--- config.mk ---
export PLATFORM = sky130hd
export DESIGN_NAME = gcws_ctrl
export DESIGN_NICKNAME = d
export VERILOG_FILES = /design/src/rtl/core/gcws_pkg.sv /design/src/rtl/core/gcws_ctrl.sv
export SDC_FILE = /design/constraint.sdc
export NUM_CORES = 1
export LEC_CHECK = 0
export BUFFER_PORTS_ARGS = -buffer_cell sky130_fd_sc_hd__clkbuf_2
export CELL_PAD_IN_SITES_DETAIL_PLACEMENT = 0
export CELL_PAD_IN_SITES_GLOBAL_PLACEMENT = 1
export CORE_AREA = 2 2 39 41
export CTS_CLUSTER_DIAMETER = 30
export DETAILED_ROUTE_END_ITERATION = 10
export DIE_AREA = 0 0 41 43
export PLACE_DENSITY_LB_ADDON = 0.15
export SLEW_MARGIN = 5
export SYNTH_ARGS = -nofsm -noshare
export SYNTH_HDL_FRONTEND = slang
export SYNTH_SLANG_ARGS = --single-unit
--- constraint.sdc ---
create_clock -name clk -period 3.4 [get_ports clk]
set_input_delay 0.51 -clock clk [delete_from_list [all_inputs] [get_ports clk]]
set_output_delay 0.51 -clock clk [all_outputs]
set_load 0.02 [all_outputs]
--- src/rtl/core/gcws_pkg.sv ---
// ----------------------------------------------------------------------------
// gcws_pkg
// Shared types and constants for the graphic LCD character write sequencer.
// ----------------------------------------------------------------------------
package gcws_pkg;

  localparam int FONT_BYTES_DEF  = 8192;
  localparam int GLYPH_COUNT_DEF = 96;
  localparam int HALF_WIDTH_DEF  = 64;

  localparam int CFG_DATA_W = 5;
  localparam int CFG_IDX_W  = 1;

  localparam int MAX_WIDTH  = 16;
  localparam int MAX_SPAN   = MAX_WIDTH * 3;  // widest glyph times tallest glyph

  localparam logic [7:0] CMD_PAGE  = 8'hB8;
  localparam logic [7:0] CMD_COL   = 8'h40;
  localparam logic [7:0] CODE_BASE = 8'd32;

  typedef enum logic [CFG_IDX_W-1:0] {
    CFG_FONT_WIDTH = 1'b0,
    CFG_FONT_PAGES = 1'b1
  } cfg_reg_t;

  typedef enum logic [1:0] {
    KIND_DRAW  = 2'd0,
    KIND_CLEAR = 2'd1,
    KIND_LOAD  = 2'd2,
    KIND_NOP   = 2'd3
  } kind_t;

  typedef struct packed {
    logic [1:0]  kind;
    logic [2:0]  text_line;
    logic [6:0]  char_column;
    logic [7:0]  char_code;
    logic [12:0] font_addr;
    logic [7:0]  font_byte;
  } in_item_t;

  typedef struct packed {
    logic       right_half;
    logic       is_data;
    logic [7:0] bus_byte;
    logic       last;
  } out_item_t;

  typedef enum logic [2:0] {
    ST_IDLE,
    ST_SETUP_A,
    ST_SETUP_B,
    ST_PAGE,
    ST_COL,
    ST_DATA
  } state_t;

  // controller -> datapath
  typedef struct packed {
    logic write_font;
    logic capture;
    logic setup_a;
    logic setup_b;
    logic emit_page;
    logic emit_col;
    logic emit_data;
  } cmd_t;

  // datapath -> controller
  typedef struct packed {
    logic ld_ok;
    logic off_screen;
    logic last_page;
    logic last_col;
  } sts_t;

endpackage

--- src/rtl/core/gcws_ctrl.sv ---
// ----------------------------------------------------------------------------
// gcws_ctrl
// Sequencer FSM: setup, then page command, column command and data bytes
// for each font page.
// ----------------------------------------------------------------------------
module gcws_ctrl (
  input  logic            clk,
  input  logic            rst_n,
  input  logic            in_valid,
  input  logic [1:0]      in_kind,
  output logic            in_stall,
  input  gcws_pkg::sts_t  sts,
  output gcws_pkg::cmd_t  cmd
);
  import gcws_pkg::*;

  state_t state_r, state_nxt;
  logic   accept;

  assign in_stall = (state_r != ST_IDLE);
  assign accept   = in_valid && !in_stall;

  always_ff @(posedge clk) begin
    if (!rst_n) begin
      state_r <= ST_IDLE;
    end else begin
      state_r <= state_nxt;
    end
  end

  always_comb begin
    state_nxt = state_r;
    cmd       = '0;
    case (state_r)
      ST_IDLE: begin
        if (accept) begin
          case (kind_t'(in_kind))
            KIND_DRAW, KIND_CLEAR: begin
              cmd.capture = 1'b1;
              state_nxt   = ST_SETUP_A;
            end
            KIND_LOAD: cmd.write_font = 1'b1;
            default: ;
          endcase
        end
      end
      ST_SETUP_A: begin
        cmd.setup_a = 1'b1;
        state_nxt   = ST_SETUP_B;
      end
      ST_SETUP_B: begin
        cmd.setup_b = 1'b1;
        state_nxt   = sts.off_screen ? ST_IDLE : ST_PAGE;
      end
      ST_PAGE: begin
        if (sts.ld_ok) begin
          cmd.emit_page = 1'b1;
          state_nxt     = ST_COL;
        end
      end
      ST_COL: begin
        if (sts.ld_ok) begin
          cmd.emit_col = 1'b1;
          state_nxt    = ST_DATA;
        end
      end
      ST_DATA: begin
        if (sts.ld_ok) begin
          cmd.emit_data = 1'b1;
          if (sts.last_col) begin
            state_nxt = sts.last_page ? ST_IDLE : ST_PAGE;
          end
        end
      end
      default: state_nxt = ST_IDLE;
    endcase
  end

`ifndef SYNTHESIS
  a_cmd_onehot: assert property (@(posedge clk) disable iff (!rst_n)
    $onehot0({cmd.write_font, cmd.capture, cmd.setup_a, cmd.setup_b,
              cmd.emit_page, cmd.emit_col, cmd.emit_data}))
    else $error("more than one datapath command at once");
  a_emit_needs_room: assert property (@(posedge clk) disable iff (!rst_n)
    (cmd.emit_page || cmd.emit_col || cmd.emit_data) |-> sts.ld_ok)
    else $error("output register overwritten while stalled");
  a_col_then_data: assert property (@(posedge clk) disable iff (!rst_n)
    cmd.emit_col |=> (state_r == ST_DATA))
    else $error("column command not followed by data");
  a_capture_setup: assert property (@(posedge clk) disable iff (!rst_n)
    cmd.capture |=> (state_r == ST_SETUP_A))
    else $error("draw transaction did not start setup");
`endif

endmodule

==> flow_summary.toml, run 1 <==
[timing]
rsz0062_at_grt = "false"
hold_viol = 0
setup-violations-final = 0
post-route-min-period_ns = 1.99
slew_viol_final = 0
slew_headroom_pct = 76.7
finalCritPeriodShare_pct = 58.4
tns_ns = 0
worstMarginPinSlew_ns = 0.350
fmax_mhz = 504
setup_slack_ns = 1.41
fin_skew_ns = 0.000183

[global_routing]
gr-total-overflow = 0
grt_max_degree = 11
grt_pass1_wl_um = 1150
antenna_found_initial = 0
grt_pass1_vias = 280
grt_usage_pct = 10.0

[synthesis]
synth_top_family_by_area = "simple AND/OR/NAND/NOR gates"
ys_types = 21
synth-simple-area-share_pct = 45.1
synth_area_per_cell_um2 = 8.10
synth_fa_ha_area_share_pct = 0
ys_seq_elements = 3
synth.yosys.seq_area_share_pct = 20.6
synth_xor_area_share_pct = 0
syn-cell-area_um2 = 292
yosys.area.top_type = "dfxtp_1"
synth-warning-count = 0
yosys-top-cells-area = "dfxtp_1 21%, nor3b_2 8.6%, nand2b_1 6.4%"
synthMuxAreaShare_pct = 0
syn-num-nets = 45
yosysTopAreaCellShare_pct = 20.6
synthFlopType = "dfxtp_1"
synth-compound-area-share_pct = 27.9
synth_edf_count = 0
async_reset_ff_share_pct = 0
synth_cells = 36

[setup_path]
crit_type = "register to primary output"
start_kind = "register"
critPathLaunch = "state_r[0]"
critPathSlowestCell = "dfxtp_1"
r2r-start = "state_r[0]"
worstPathCellList = "nor3_2 -> nand2_1 -> nor3b_2 -> clkbuf_2"
required_ns = 2.89
critPathMaxStageDelay_ns = 0.40
cp.arrival_ns = 1.48
cp_max_fo = 10
worst_setup_path_end_kind = "primary output"
path_buf_inv = 1
cp_top_family = "simple AND/OR/NAND/NOR gates"

[detailed_routing]
wl_per_cell_um = 10.6
maxUsedRoutingLayer = "met3"
num_vias = 317
ant_nets = 0
wl_met1_um = 372
drtIter0Drc = 10
wl_met3_um = 42
drc = 0
dr.pass1.iters = 4
wl_um = 744
viasPerCell = 4.53
wl_met2_um = 329

[floorplanning]
die_h_um = 43
fp.dieArea_um2 = 1760
die_w_um = 41
boundaryPins = 17
core_region_area_um2 = 1380
initial_core_util_pct = 21.1
num_rows = 14

[place]
dp.cells = 66
dp_slack_ns = 1.68
place_hpwl_um = 560
finalWeightedCongestion = 0.697
place_area_um2 = 377
place.port_buffers = 16

[finish]
largest_register = "state_r"
nets = 64
largest_reg_flops = 3
n_antenna_cell = 0
drive_above_1_share_pct = 44.4
largest_registers = "state_r x3"
area_delta_synth_final_pct = 38.2
final_cells = 70
design_area_um2 = 403

[clocking]
cts-root-to-sink-buffers = 2
htree_levels = 1
cts_buffers = 3
cts-root-buf = "clkbuf_4"
cts_setup_buffers = 0
cts_resized = 0
clock-sinks = 3
cts_tree = "built"
clkLatencyLatePin_ns = 0.23
clk_pin_slew_ns = 0.04
holdBufCountCts = 0

[power_and_ir_drop]
pwr_density_cell_nw_per_um2 = 507
ir_worst_vdd_uv = 176
leakagePower_nw = 0.195

[run_status]
status = "finished, final reports clean"

[flow_run]
drv_cap = 0

[min_path]
hp-class = "input port to register"
worstHoldStart = "rst_n"
## through the flow
stage	power [mW]	hold WS (ns)	utilization, %
after detailed placement	0.141	0.664	27.2
final	0.204	0.559	29.1
after CTS	0.209	0.549	29.1
after floorplan	0.120	0.627	-
after global placement	0.144	0.709	27.2
after global routing	0.221	0.563	29.1
## kinds of logic (layout without fill, tap and decap cells)
logic type	Yosys count	count (layout)
AOI/OAI and AO/OA	10	10
buffers and inverters	3	21
and+or+nand+nor	20	20
DFF	3	3
## cell type report
type / instances / area [µm²]
fillers: 158 / 981
multi-input cells: 30 / 213
repair buffers: 16 / 80.1
flip-flops and latches: 3 / 60.1
clock buffers: 4 / 26.3
well taps: 16 / 20.0
inverters: 1 / 3.75
## final timing paths
kind | depth (start not counted) | to | slack, ns
max | 4 | cmd[6] | 1.41
min | 2 | state_r[2] | 0.56
max reg2reg | 3 | state_r[0] | 2.07
min reg2reg | 2 | state_r[0] | 0.69
## cells in the mapped netlist, types with 2 or more instances
master and number:
nor2_1 3, buf_4 2, o21a_1 2, nor2b_1 3, nor3b_2 2, nand2b_1 3
dfxtp_1 3, o21ai_0 2, nand2_1 4
## placed cells by master, fill, tap and decap left out, types with 2 or more instances in the layout
| master | n |
|---|---|
| clkbuf_2 | 16 |
| clkbuf_4 | 3 |
| dfxtp_1 | 3 |
| nand2_1 | 4 |
| nand2b_1 | 3 |
| nor2_1 | 3 |
| nor2b_1 | 3 |
| nor3b_2 | 2 |
| o21a_1 | 2 |
| o21ai_0 | 2 |
## metal layers
layer	up-vias	track usage, %
met4	0	10.0
li1	165	-
met2	17	12.2
met3	0	1.57
met5	-	0
met1	135	13.7
## where the power goes
part / total (mW) / internal (mW) / switching [mW] / leakage [nW]
sequential: 0.0561 / 0.0411 / 0.0150 / 0.0245
combinational: 0.0844 / 0.0363 / 0.0481 / 0.156
clock: 0.0638 / 0.0441 / 0.0197 / 0.0150
Note: power is estimated with default switching activity, not from simulation.
==> inputs of run 2 (changes only) <==
==> constraint.sdc (replaced) <==
create_clock -name clk -period 1.8 [get_ports clk]
set_input_delay 0.27 -clock clk [delete_from_list [all_inputs] [get_ports clk]]
set_output_delay 0.27 -clock clk [all_outputs]
set_load 0.02 [all_outputs]
==> flow_summary.toml, run 2 (synthesis results as in run 1) <==
[setup_path]
worstPathCellList = "nor3_4 -> nand2_1 -> nor3b_2 -> clkbuf_2"
crit_type = "register to primary output"
ff2ff_path_depth = 3
path_buf_inv = 1
start_kind = "register"
required_ns = 1.53
r2r-start = "state_r[0]"
reg2reg_to = "state_r[0]"
cp.arrival_ns = 1.42
cp_max_fo = 10
critPathSlowestCell = "dfxtp_1"
cp_top_family = "simple AND/OR/NAND/NOR gates"
r2r_slack_ns = 0.44
worst_setup_path_end_kind = "primary output"
critPathMaxStageDelay_ns = 0.41

[place]
dp_slack_ns = 0.321
place_hpwl_um = 560
place.port_buffers = 16
finalWeightedCongestion = 0.697

[finish]
area_delta_synth_final_pct = 40.3
final_core_util_pct = 29.6
largest_register = "state_r"
nets = 64
layout_common_cells = "16 x clkbuf_2, 4 x nand2_1"
drive_above_1_share_pct = 44.4
nFillCells = 156
layout_commonest_cell = "clkbuf_2"
n_antenna_cell = 0
largest_registers = "state_r x3"
largest_reg_flops = 3

[timing]
slew_headroom_pct = 73.8
slew_viol_final = 0
setup-violations-final = 0
post-route-min-period_ns = 1.69
finalCritPeriodShare_pct = 93.8
tns_ns = 0
worstMarginPinSlew_ns = 0.393
fin_hold_ws_ns = 0.319
hold_viol = 0
rsz0062_at_grt = "false"
setup_slack_ns = 0.112
fmax_mhz = 592
fin_skew_ns = 0.0000507

[clocking]
cts-root-buf = "clkbuf_4"
clock-sinks = 3
clk_pin_slew_ns = 0.04
cts-root-to-sink-buffers = 2
clkLatencyLatePin_ns = 0.23
cts_buffers = 3
htree_levels = 1
cts_setup_buffers = 0
cts_tree = "built"

[min_path]
hold_depth = 2
hp-class = "input port to register"
hold_end = "state_r[2]"
worstHoldStart = "rst_n"

[detailed_routing]
num_vias = 317
wl_um = 749
viasPerCell = 4.53
ant_nets = 0
drc = 0
dr.pass1.iters = 4
wl_per_cell_um = 10.7
drtIter0Drc = 10

[power_and_ir_drop]
ir_worst_vdd_uv = 338
pwr_density_cell_nw_per_um2 = 963
leakagePower_nw = 0.198

[floorplanning]
initial_core_util_pct = 21.1
die_w_um = 41
boundaryPins = 17
core_region_area_um2 = 1380
die_h_um = 43
num_rows = 14
fp.dieArea_um2 = 1760

[global_routing]
grt_max_degree = 11
gr-total-overflow = 0
antenna_found_initial = 0
grt_usage_pct = 10.0
grt_pass1_wl_um = 1150
grt_pass1_vias = 280

[run_status]
status = "finished, final reports clean"

[flow_run]
drv_cap = 0
-- run 2: how the worst max path moves through the flow --
stage                    start     end  slack [ns]  depth (start not counted)
finish              state_r[0]  cmd[6]        0.11                          4
global route        state_r[0]  cmd[2]        0.02                          3
CTS                 state_r[0]  cmd[6]        0.06                          4
detailed placement  state_r[0]  cmd[6]        0.32                          4
global placement    state_r[0]  cmd[6]        0.32                          4
floorplan           state_r[1]  cmd[1]        0.37                          3
-- run 2: per-layer routing --
metal / routed length [µm] / part of all wire (%) / vias to the layer above / global-route usage [%]
met4: 0 / 0 / 0 / 10.0
met1: 377 / 50 / 135 / 13.7
li1: - / - / 165 / -
met5: 0 / 0 / - / 0
met3: 42 / 5.6 / 0 / 1.57
met2: 330 / 44 / 17 / 12.2
-- run 2: per-stage QoR --
stage | std cells | cell area [µm²] | total power [mW]
floorplan | 36 | 292 | 0.227
global placement | 66 | 377 | 0.272
detailed placement | 66 | 377 | 0.266
CTS | 70 | 403 | 0.394
global route | 70 | 409 | 0.425
finish | 70 | 409 | 0.394
-- run 2: layout make-up --
cell class	instances	area [µm²]	share of cell area [%]
Multi-Input combinational cell	30	219	53.5
Tap cell	16	20.0	4.89
Inverter	1	3.75	0.917
Clock buffer	4	26.3	6.42
Sequential cell	3	60.1	14.7
Timing Repair Buffer	16	80.1	19.6
-- run 2: timing repair --
item	in CTS	in global routing
setup endpoints to repair	0	1
resized for setup	0	1
hold buffers	0	0
-- run 2: power by group --
| group | internal (mW) | leakage, nW | switching (mW) |
|---|---|---|---|
| Sequential | 0.0777 | 0.0245 | 0.0320 |
| Combinational | 0.0729 | 0.159 | 0.0909 |
| Clock | 0.0832 | 0.0150 | 0.0372 |
